$ cat config.mk
export PLATFORM = sky130hd
export DESIGN_NAME = scancode_to_ascii_key_stack
export DESIGN_NICKNAME = d
export VERILOG_FILES = /design/src/hw/rtl/sc2a_pkg.sv /design/src/hw/rtl/sc2a_ctrl.sv /design/src/hw/rtl/sc2a_dp.sv /design/src/hw/rtl/scancode_to_ascii_key_stack.sv
export SDC_FILE = /design/constraint.sdc
export NUM_CORES = 2
export LEC_CHECK = 0
export BUFFER_PORTS_ARGS = -buffer_cell sky130_fd_sc_hd__buf_2
export CORE_MARGIN = 3
export CORE_UTILIZATION = 30
export DETAILED_ROUTE_END_ITERATION = 7
export HOLD_SLACK_MARGIN = 0.15
export PLACE_DENSITY_LB_ADDON = 0.2
export SLEW_MARGIN = 20
export SYNTH_ARGS = -nofsm -noshare
export SYNTH_HDL_FRONTEND = slang
export SYNTH_SLANG_ARGS = --single-unit
export TNS_END_PERCENT = 30
$ cat constraint.sdc
create_clock -name aclk -period 11.1 [get_ports aclk]
set_input_delay 3.33 -clock aclk [delete_from_list [all_inputs] [get_ports aclk]]
set_output_delay 3.33 -clock aclk [all_outputs]
set_load 0.03 [all_outputs]
$ cat src/hw/rtl/sc2a_pkg.sv
// Shared types, scancode constants and ASCII lookup tables for the scancode-to-ASCII key stack.
package sc2a_pkg;

    typedef enum logic [1:0] {
        ACT_SCAN       = 2'd0,
        ACT_POP        = 2'd1,
        ACT_ACTIVATE   = 2'd2,
        ACT_DEACTIVATE = 2'd3
    } sc2a_action_t;

    localparam logic [7:0] SC_LSHIFT_MAKE  = 8'h2A;
    localparam logic [7:0] SC_RSHIFT_MAKE  = 8'h36;
    localparam logic [7:0] SC_LSHIFT_BREAK = 8'hAA;
    localparam logic [7:0] SC_RSHIFT_BREAK = 8'hB6;
    localparam logic [7:0] SC_CAPS_MAKE    = 8'h3A;
    localparam logic [7:0] SC_BREAK_BIT    = 8'h80;
    localparam logic [6:0] CASE_OFFSET     = 7'd32;
    localparam logic [6:0] CHAR_LOWER_A    = 7'h61;
    localparam logic [6:0] CHAR_LOWER_Z    = 7'h7A;

    // Controller to datapath commands
    typedef struct packed {
        logic capture;   // latch the incoming transaction
        logic execute;   // update flags and stack, issue the stack read
        logic load;      // move the result into the output register
    } sc2a_cmd_t;

    // Datapath to controller status
    typedef struct packed {
        logic out_valid; // output register holds an untaken result
    } sc2a_status_t;

    function automatic logic [6:0] plain_rom(input logic [6:0] code);
        logic [6:0] ch;
        unique case (code)
            7'h01: ch = 7'h1B; 7'h02: ch = 7'h31; 7'h03: ch = 7'h32; 7'h04: ch = 7'h33;
            7'h05: ch = 7'h34; 7'h06: ch = 7'h35; 7'h07: ch = 7'h36; 7'h08: ch = 7'h37;
            7'h09: ch = 7'h38; 7'h0A: ch = 7'h39; 7'h0B: ch = 7'h30; 7'h0C: ch = 7'h2D;
            7'h0D: ch = 7'h3D; 7'h0E: ch = 7'h08; 7'h0F: ch = 7'h09;
            7'h10: ch = 7'h71; 7'h11: ch = 7'h77; 7'h12: ch = 7'h65; 7'h13: ch = 7'h72;
            7'h14: ch = 7'h74; 7'h15: ch = 7'h79; 7'h16: ch = 7'h75; 7'h17: ch = 7'h69;
            7'h18: ch = 7'h6F; 7'h19: ch = 7'h70; 7'h1A: ch = 7'h5B; 7'h1B: ch = 7'h5D;
            7'h1C: ch = 7'h0A; 7'h1E: ch = 7'h61; 7'h1F: ch = 7'h73;
            7'h20: ch = 7'h64; 7'h21: ch = 7'h66; 7'h22: ch = 7'h67; 7'h23: ch = 7'h68;
            7'h24: ch = 7'h6A; 7'h25: ch = 7'h6B; 7'h26: ch = 7'h6C; 7'h27: ch = 7'h3B;
            7'h28: ch = 7'h27; 7'h29: ch = 7'h60; 7'h2B: ch = 7'h5C;
            7'h2C: ch = 7'h7A; 7'h2D: ch = 7'h78; 7'h2E: ch = 7'h63; 7'h2F: ch = 7'h76;
            7'h30: ch = 7'h62; 7'h31: ch = 7'h6E; 7'h32: ch = 7'h6D; 7'h33: ch = 7'h2C;
            7'h34: ch = 7'h2E; 7'h35: ch = 7'h2F; 7'h37: ch = 7'h2A; 7'h39: ch = 7'h20;
            7'h4A: ch = 7'h2D; 7'h4E: ch = 7'h2B;
            default: ch = 7'h00;
        endcase
        return ch;
    endfunction

    function automatic logic [6:0] shifted_rom(input logic [6:0] code);
        logic [6:0] ch;
        unique case (code)
            7'h01: ch = 7'h1B; 7'h02: ch = 7'h21; 7'h03: ch = 7'h40; 7'h04: ch = 7'h23;
            7'h05: ch = 7'h24; 7'h06: ch = 7'h25; 7'h07: ch = 7'h5E; 7'h08: ch = 7'h26;
            7'h09: ch = 7'h2A; 7'h0A: ch = 7'h28; 7'h0B: ch = 7'h29; 7'h0C: ch = 7'h5F;
            7'h0D: ch = 7'h2B; 7'h0E: ch = 7'h08; 7'h0F: ch = 7'h09;
            7'h10: ch = 7'h51; 7'h11: ch = 7'h57; 7'h12: ch = 7'h45; 7'h13: ch = 7'h52;
            7'h14: ch = 7'h54; 7'h15: ch = 7'h59; 7'h16: ch = 7'h55; 7'h17: ch = 7'h49;
            7'h18: ch = 7'h4F; 7'h19: ch = 7'h50; 7'h1A: ch = 7'h7B; 7'h1B: ch = 7'h7D;
            7'h1C: ch = 7'h0A; 7'h1E: ch = 7'h41; 7'h1F: ch = 7'h53;
            7'h20: ch = 7'h44; 7'h21: ch = 7'h46; 7'h22: ch = 7'h47; 7'h23: ch = 7'h48;
            7'h24: ch = 7'h4A; 7'h25: ch = 7'h4B; 7'h26: ch = 7'h4C; 7'h27: ch = 7'h3A;
            7'h28: ch = 7'h22; 7'h29: ch = 7'h7E; 7'h2B: ch = 7'h7C;
            7'h2C: ch = 7'h5A; 7'h2D: ch = 7'h58; 7'h2E: ch = 7'h43; 7'h2F: ch = 7'h56;
            7'h30: ch = 7'h42; 7'h31: ch = 7'h4E; 7'h32: ch = 7'h4D; 7'h33: ch = 7'h3C;
            7'h34: ch = 7'h3E; 7'h35: ch = 7'h3F; 7'h37: ch = 7'h2A; 7'h39: ch = 7'h20;
            7'h4A: ch = 7'h2D; 7'h4E: ch = 7'h2B;
            default: ch = 7'h00;
        endcase
        return ch;
    endfunction

endpackage

$ cat src/hw/rtl/sc2a_ctrl.sv
// Sequencing state machine for the scancode-to-ASCII key stack.
module sc2a_ctrl
    import sc2a_pkg::*;
(
    input  logic         aclk,
    input  logic         aresetn,
    input  logic         s_valid,
    output logic         s_ready,
    input  logic         m_ready,
    input  sc2a_status_t status,
    output sc2a_cmd_t    cmd
);

    typedef enum logic [2:0] {
        ST_IDLE = 3'b001,
        ST_EXEC = 3'b010,
        ST_LOAD = 3'b100
    } sc2a_state_t;

    sc2a_state_t state_reg, state_next;
    logic        load_ok;

    // Output register is free when empty or being drained this cycle
    assign load_ok = (state_reg == ST_LOAD) && (!status.out_valid || m_ready);

    always_comb begin
        s_ready = 1'b0;
        unique case (state_reg)
            ST_IDLE: s_ready = 1'b1;
            ST_EXEC: s_ready = 1'b0;
            ST_LOAD: s_ready = load_ok;
            default: s_ready = 1'b0;
        endcase
    end

    assign cmd.capture = s_valid && s_ready;
    assign cmd.execute = (state_reg == ST_EXEC);
    assign cmd.load    = load_ok;

    always_comb begin
        state_next = state_reg;
        unique case (state_reg)
            ST_IDLE: begin
                if (s_valid) begin
                    state_next = ST_EXEC;
                end
            end
            ST_EXEC: state_next = ST_LOAD;
            ST_LOAD: begin
                if (load_ok) begin
                    state_next = s_valid ? ST_EXEC : ST_IDLE;
                end
            end
            default: state_next = ST_IDLE;
        endcase
    end

    always_ff @(posedge aclk) begin
        if (!aresetn) begin
            state_reg <= ST_IDLE;
        end else begin
            state_reg <= state_next;
        end
    end

    a_capture_to_exec: assert property (@(posedge aclk) disable iff (!aresetn)
        cmd.capture |=> state_reg == ST_EXEC)
        else $error("accepted transaction did not start execution");

    a_exec_to_load: assert property (@(posedge aclk) disable iff (!aresetn)
        state_reg == ST_EXEC |=> state_reg == ST_LOAD)
        else $error("execution did not advance to result load");

endmodule

$ cat src/hw/rtl/sc2a_dp.sv
// Datapath: item registers, shift and caps flags, character stack memory and result register.
module sc2a_dp
    import sc2a_pkg::*;
#(
    parameter int DEPTH = 256
) (
    input  logic         aclk,
    input  logic         aresetn,
    input  sc2a_cmd_t    cmd,
    output sc2a_status_t status,
    input  logic [1:0]   s_action,
    input  logic [7:0]   s_scancode,
    input  logic         m_ready,
    output logic         m_valid,
    output logic [6:0]   m_read_char,
    output logic         m_pushed,
    output logic [7:0]   m_fill_count,
    output logic         m_shift_held,
    output logic         m_caps_on
);

    localparam int TOP_W  = $clog2(DEPTH);
    localparam int WIDE_W = (TOP_W > 8) ? TOP_W : 8;
    localparam logic [TOP_W-1:0] TOP_FULL = TOP_W'(DEPTH - 1);

    sc2a_action_t     action_reg;
    logic [7:0]       code_reg;
    logic             enabled_reg, enabled_next;
    logic             shift_reg, shift_next;
    logic             caps_reg, caps_next;
    logic [TOP_W-1:0] top_reg, top_next;
    logic             pushed_reg, pushed_next;
    logic             pop_hit_reg, pop_hit_next;
    logic [6:0]       rd_data_reg;
    logic             out_valid_reg;
    logic [6:0]       out_char_reg;
    logic             out_pushed_reg;
    logic [7:0]       out_fill_reg;
    logic             out_shift_reg;
    logic             out_caps_reg;

    logic [6:0]        stack_mem [DEPTH];
    logic [6:0]        plain_ch, mapped_ch;
    logic              wr_en;
    logic [TOP_W-1:0]  rd_addr;
    logic [WIDE_W-1:0] top_wide;

    always_ff @(posedge aclk) begin
        if (cmd.capture) begin
            action_reg <= sc2a_action_t'(s_action);
            code_reg   <= s_scancode;
        end
    end

    // Character lookup: shift wins over caps, caps only touches a..z
    always_comb begin
        plain_ch = plain_rom(code_reg[6:0]);
        if (shift_reg) begin
            mapped_ch = shifted_rom(code_reg[6:0]);
        end else if (caps_reg && plain_ch >= CHAR_LOWER_A && plain_ch <= CHAR_LOWER_Z) begin
            mapped_ch = plain_ch - CASE_OFFSET;
        end else begin
            mapped_ch = plain_ch;
        end
    end

    assign rd_addr = top_reg - TOP_W'(1);

    always_comb begin
        enabled_next = enabled_reg;
        shift_next   = shift_reg;
        caps_next    = caps_reg;
        top_next     = top_reg;
        pushed_next  = 1'b0;
        pop_hit_next = 1'b0;
        wr_en        = 1'b0;
        unique case (action_reg)
            ACT_SCAN: begin
                if (enabled_reg) begin
                    if (code_reg == SC_LSHIFT_MAKE || code_reg == SC_RSHIFT_MAKE) begin
                        shift_next = 1'b1;
                    end else if (code_reg == SC_LSHIFT_BREAK
                                 || code_reg == SC_RSHIFT_BREAK) begin
                        shift_next = 1'b0;
                    end else if (code_reg == SC_CAPS_MAKE) begin
                        caps_next = !caps_reg;
                    end else if ((code_reg & SC_BREAK_BIT) == 8'h00
                                 && mapped_ch != 7'h00 && top_reg != TOP_FULL) begin
                        wr_en       = 1'b1;
                        pushed_next = 1'b1;
                        top_next    = top_reg + TOP_W'(1);
                    end
                end
            end
            ACT_POP: begin
                if (top_reg != '0) begin
                    pop_hit_next = 1'b1;
                    top_next     = rd_addr;
                end
            end
            ACT_ACTIVATE: begin
                enabled_next = 1'b1;
                shift_next   = 1'b0;
                caps_next    = 1'b0;
                top_next     = '0;
            end
            ACT_DEACTIVATE: enabled_next = 1'b0;
            default: enabled_next = enabled_reg;
        endcase
    end

    always_ff @(posedge aclk) begin
        if (!aresetn) begin
            enabled_reg <= 1'b0;
            shift_reg   <= 1'b0;
            caps_reg    <= 1'b0;
            top_reg     <= '0;
        end else if (cmd.execute) begin
            enabled_reg <= enabled_next;
            shift_reg   <= shift_next;
            caps_reg    <= caps_next;
            top_reg     <= top_next;
        end
    end

    always_ff @(posedge aclk) begin
        if (cmd.execute) begin
            pushed_reg  <= pushed_next;
            pop_hit_reg <= pop_hit_next;
        end
    end

    // Stack memory: push writes at the top, pop reads just below it
    always_ff @(posedge aclk) begin
        if (cmd.execute && wr_en) begin
            stack_mem[top_reg] <= mapped_ch;
        end
        if (cmd.execute) begin
            rd_data_reg <= stack_mem[rd_addr];
        end
    end

    assign top_wide = WIDE_W'(top_reg);

    always_ff @(posedge aclk) begin
        if (!aresetn) begin
            out_valid_reg <= 1'b0;
        end else if (cmd.load) begin
            out_valid_reg <= 1'b1;
        end else if (m_ready) begin
            out_valid_reg <= 1'b0;
        end
    end

    always_ff @(posedge aclk) begin
        if (cmd.load) begin
            out_char_reg   <= pop_hit_reg ? rd_data_reg : 7'h00;
            out_pushed_reg <= pushed_reg;
            out_fill_reg   <= top_wide[7:0];
            out_shift_reg  <= shift_reg;
            out_caps_reg   <= caps_reg;
        end
    end

    assign status.out_valid = out_valid_reg;
    assign m_valid      = out_valid_reg;
    assign m_read_char  = out_char_reg;
    assign m_pushed     = out_pushed_reg;
    assign m_fill_count = out_fill_reg;
    assign m_shift_held = out_shift_reg;
    assign m_caps_on    = out_caps_reg;

    a_top_in_range: assert property (@(posedge aclk) disable iff (!aresetn)
        top_reg <= TOP_FULL)
        else $error("stack top beyond capacity");

    a_push_advances: assert property (@(posedge aclk) disable iff (!aresetn)
        cmd.execute && wr_en |=> top_reg == $past(top_reg) + TOP_W'(1))
        else $error("push did not advance stack top");

endmodule

$ cat src/hw/rtl/scancode_to_ascii_key_stack.sv
// Top level of the set-1 scancode to ASCII converter with a LIFO character stack.
// Each input transaction carries an action (scancode event, pop, activate, deactivate)
// and a scancode byte; each one returns exactly one result transaction with the popped
// character, a pushed flag, the stack fill count and the shift and caps-lock flags as
// they stand after that item. An item is first executed, which updates the flags and
// stack and issues the synchronous stack memory read, and then its result is loaded.
// The next item is accepted in the cycle its predecessor's result is loaded; a
// stalled result register holds the block until the result is taken. The stack
// memory has DEPTH entries and holds at most DEPTH-1 characters; it needs no
// clearing pass, since activate only resets the stack top and entries at or above
// the top are never read.
module scancode_to_ascii_key_stack
    import sc2a_pkg::*;
#(
    parameter int DEPTH = 256
) (
    input  logic       aclk,
    input  logic       aresetn,
    input  logic       s_valid,
    output logic       s_ready,
    input  logic [1:0] s_action,
    input  logic [7:0] s_scancode,
    output logic       m_valid,
    input  logic       m_ready,
    output logic [6:0] m_read_char,
    output logic       m_pushed,
    output logic [7:0] m_fill_count,
    output logic       m_shift_held,
    output logic       m_caps_on
);

    sc2a_cmd_t    cmd;
    sc2a_status_t status;

    // Controller: sequence capture, execute and result load per transaction
    sc2a_ctrl u_ctrl (
        .aclk    (aclk),
        .aresetn (aresetn),
        .s_valid (s_valid),
        .s_ready (s_ready),
        .m_ready (m_ready),
        .status  (status),
        .cmd     (cmd)
    );

    // Datapath: hold flags and stack, map scancodes, drive the result register
    sc2a_dp #(
        .DEPTH (DEPTH)
    ) u_dp (
        .aclk         (aclk),
        .aresetn      (aresetn),
        .cmd          (cmd),
        .status       (status),
        .s_action     (s_action),
        .s_scancode   (s_scancode),
        .m_ready      (m_ready),
        .m_valid      (m_valid),
        .m_read_char  (m_read_char),
        .m_pushed     (m_pushed),
        .m_fill_count (m_fill_count),
        .m_shift_held (m_shift_held),
        .m_caps_on    (m_caps_on)
    );

endmodule

* Word level (Yosys, flattened, before mapping)
Memory sizes are Yosys's and may differ from the RTL's. A register that Yosys moved wholly into a read port is not among the register bits. Cells that the tools add are included.
Word-level totals: register bits after elaboration 45, bits in latches 0, RAM bits 1792, bits in read-only memories 1792, input bits 14, output and inout bits 20, word-level logic and storage cells 107, memories kept 3
Cells by class: add/subtract/negate cells 3, multiply operators 0, div/mod/pow operators 0, magnitude comparators 2, equal/unequal tests 22, shift operators 0, muxes and demuxes 37, bitwise logic cells 0, reduce and logical (&&, ||, !) cells 25
Memories:
- u_dp.stack_mem | words 256, bits a word 7, read ports 1, clocked after memory_dff 1, write ports 1, line sc2a_dp.sv:42 | logic [6:0] stack_mem [DEPTH];
- (no name shown) | words 128, bits a word 7, read ports 1, clocked after memory_dff 1, write ports 0, line sc2a_pkg.sv:35 | unique case (code)
- (no name shown) | words 128, bits a word 7, read ports 1, clocked after memory_dff 1, write ports 0, line sc2a_pkg.sv:58 | unique case (code)
Operators by type and width (count):
- $mux 8 | 6
- $mux 7 | 4
- $eq 8x6->1 const B | 3
- $pmux 8 s3 | 1
- $mux 1 | 18
- $eq 8x8->1 const B | 2
- $ne 2x1->1 const B | 5
- $pmux 3 s3 | 1
- $add 8x1->8 const B | 1
- $logic_not 8->1 | 1
- $ne 2x2->1 const B | 4
- $ne 8x8->1 const B | 1
- $pmux 1 s2 | 4
- $reduce_and 8->1 | 1
- $reduce_bool 8->1 | 1
- $sub 8x1->8 const B | 1
- $ge 7x7->1 const B | 1
- $le 7x7->1 const B | 1
- $logic_and 1x1->1 | 7
- $reduce_bool 7->1 | 1
- $sub 7x6->7 const B | 1
- $mux 3 | 2
- $reduce_and 6->1 | 1
- $reduce_bool 2->1 | 3
- other kinds (13) | 18

* Longest topological paths before layout
depth after elaboration 17, mapped depth 15, depth with buffers taken out 11

* Cells and area by module
From an unflattened synthesis, not the netlist that was laid out.
Second synthesis, totals: cells, all modules 3865, area, all modules 73733.2 um2
Modules (own cells, without submodules):
- sc2a_dp | instances 1, cells an instance 3843, area an instance 73546.8 um2, seq. area each 55443.2 um2
- sc2a_ctrl | instances 1, cells an instance 22, area an instance 186.4 um2, seq. area each 60.1 um2

* Worst setup path before layout
No wires, ideal clock.
path type input to output, start point in m_ready, end point out s_ready, arrival time 4066 ps, setup slack 3704 ps, stages 3, buffers on the path 0, cell sequence nor2b_1 o21a_1 nor2_1
On the way: word-level cells in the longest chain between the ends 3
Ends and longest elaborated chain:
- start, declared | line scancode_to_ascii_key_stack.sv:24 | input logic m_ready,
- $logic_or 1x1->1 | line sc2a_ctrl.sv:24 | assign load_ok = (state_reg == ST_LOAD) && (!status.out_valid || m_ready);
- $logic_and 1x1->1 | line sc2a_ctrl.sv:24
- $pmux 1 s2 | line sc2a_ctrl.sv:28 | unique case (state_reg)
- end, declared | line scancode_to_ascii_key_stack.sv:20 | output logic s_ready,
Every way passes these cells.

* Worst setup path in the final report
Same ends and word-level chain as after synthesis.

==> flow_summary.ini <==
[yosys]
synth_cells = 3408
syn_area_um2 = 73500
ys_top_cells_by_count = 1,829 x edfxtp_1, 562 x mux4_2, 280 x nor2_1, 117 x clkbuf_1, 67 x buf_2
synth.area.top_cells = edfxtp_1 75%, mux4_2 17%, nor2_1 1.4%
async_flop_share = 0
synth_top_area_frac = 0.748
synth_area_per_cell_um2 = 21.6
ys_ff_latch = 1858
synth.yosys.seq_area_share = 0.756
synth_flop_cell = edfxtp_1
synth_most_common_cell = edfxtp_1
ys_warn_count = 0
synth.distinct_cells = 73
synth_area_leader_cell = edfxtp_1
synth-edff-count = 1829

[floorplan]
die_h_um = 501
core_um2 = 243000
initial_core_util = 0.302
die_w_um = 501
die_area_um2 = 251000
rows = 181
ios = 34

[clock_network]
cts_resized = 0
cts-root-buf = clkbuf_16
clk_path_buf_depth = 3
clkSinkCount = 1858
cts_tree = done
cts_hold_buffers = 0
cts_htree_levels = 4
clk_latency_ps = 840
cts.clk_slew.worst_paths_ps = 60
numCtsBuffers = 197
cts_setup_buffers = 0

[flow_run]
cap_violations = 0

[pwr]
p_int_mw = 11.6
power_density_nw_per_um2 = 179
p_seq_frac = 0.537
swShare = 0.221
p_clk_frac = 0.414
p_comb_frac = 0.049
p_switching_mw = 3.31
ir_drop_uv = 155
power_leakage_nw = 24.5

[timing]
rsz0062_at_grt = false
slew_headroom = 0.205
worst_pin_slew_ps = 1190
setup_viol = 0
tns_ps = 0
fmax_ghz = 0.131
fin_crit_sh = 0.689
fin_crit_ps = 7650
hold_violations = 0
finClkSkew_ps = 61.4
slew_violations = 0

[place]
port_buffers = 33
dp_hpwl_mm = 112
place.gp.congestion = 0.774

[hold_path]
min-delay-path-class = reg -> reg
min_path_cells = 0

[finish]
regMostFlops = u_dp.stack_mem
area_delta_synth_final_pct = 13.7
finalCoreUtilization = 0.343
drive_gt1_frac = 0.266
nets = 3529
fillerInstances = 22500
largest_register_ffs = 1792

[route]
route.vias.total = 34700
wl_per_cell_um = 27.9
drc = 0
ant_nets = 0
firstDrtPassIters = 7
drt_iter0_drc = 3116
drt_wl_total_mm = 191
via_per_inst = 5.06

[critical_path]
critPathLaunchType = primary input
worst_ep_required_time_ps = 7770
cp-end-kind = output pin
r2r_setup_slack_ps = 4850
path_class = in -> out
arrival_ps = 4320
ff2ff_path_depth = 10
cp_max_fo = 6

[outcome]
status = finished, final reports clean

[grt]
grt_pass1_vias = 35700
grt_first_pass_wirelength_mm = 274
grt_antenna_before_repair = 3
grt_usage = 0.151
grt_overflow = 0
grt_max_degree = 180
final cells by class:
class,instances,area (um^2),area share
Inverter,16,60.1,0.000719
Clock buffer,252,5180,0.0620
Antenna cell,1,2.50,0.0000300
Timing Repair Buffer,94,743,0.00890
Multi-Input combinational cell,1326,17200,0.206
Tap cell,3202,4010,0.0480
Sequential cell,1858,55500,0.665
Clock inverter,100,807,0.00966
metal layers:
layer	part of all wire	track usage	vias to the layer above
li1	-	-	14500
met1	0.45	0.219	19000
met2	0.48	0.240	890
met3	0.048	0.0239	251
met4	0.021	0.0369	0
met5	0	0	-
through the flow:
stage	power (mW)	hold slack (ps)	worst slack, ps	std cells	area (um^2)
6_report	14.9	545	3450	6849	83500
3_3_place_gp	8.90	530	3460	6495	77500
2_1_floorplan	8.61	400	3700	3414	73500
5_1_grt	15.4	564	3350	6849	83500
3_5_place_dp	8.92	537	3440	6495	77500
4_1_cts	15.1	551	3440	6847	83500
placed cells by master (no fill, tap or decap), types with 10 or more instances in the layout:
cell	synthesis	routed
o221ai_1	10	10
clkinv_1	1	42
a21oi_1	26	26
nor2b_1	13	13
nand2_1	65	64
inv_1	13	13
ha_1	22	21
a22oi_1	38	38
nand3_2	0	12
o211ai_1	10	10
nand3_1	44	32
clkinv_2	0	35
mux2i_1	11	11
mux4_2	562	562
edfxtp_1	1829	1829
a22o_1	15	15
a221oi_1	19	19
buf_2	67	33
nor2_1	280	280
clkbuf_1	117	52
nor3_1	18	15
clkbuf_16	0	198
dfxtp_1	29	28
buf_4	6	52
o21ai_0	33	33
power groups by stage:
| stage | Sequential, mW | Combinational, mW | Clock (mW) |
|---|---|---|---|
| global route | 8.02 | 0.796 | 6.63 |
| CTS | 8.02 | 0.745 | 6.36 |
| floorplan | 8.21 | 0.391 | 0 |
| finish | 8.02 | 0.726 | 6.19 |
| detailed placement | 8.17 | 0.744 | 0 |
| global placement | 8.17 | 0.725 | 0 |
worst paths after layout:
path,start,endpoint
worst min register to register,u_dp.caps_reg,u_dp.m_caps_on
worst max-delay path,m_ready,s_ready
worst max register to register,u_dp.top_reg[0],u_dp.rd_data_reg[4]
worst min-delay path,u_dp.caps_reg,u_dp.m_caps_on
worst max-delay path: stages:
cell     delay (ps)
buf_2           100
nor2b_1         310
o21a_1          320
nor2_1           80
buf_2           180
cells by family (layout without fill, tap and decap cells):
logic type / Yosys count / in the layout / share of synthesized area
flops: 1858 / 1858 / 0.756
mux: 581 / 581 / 0.175
simple gates: 491 / 491 / 0.0294
buf+inv: 230 / 462 / 0.0134
compound gates: 209 / 209 / 0.0209
fa+ha+maj: 22 / 22 / 0.00375
xor+xnor: 16 / 16 / 0.00191
other cells: 1 / 8 / 0.0000510
(Power assumes the default switching activity.)
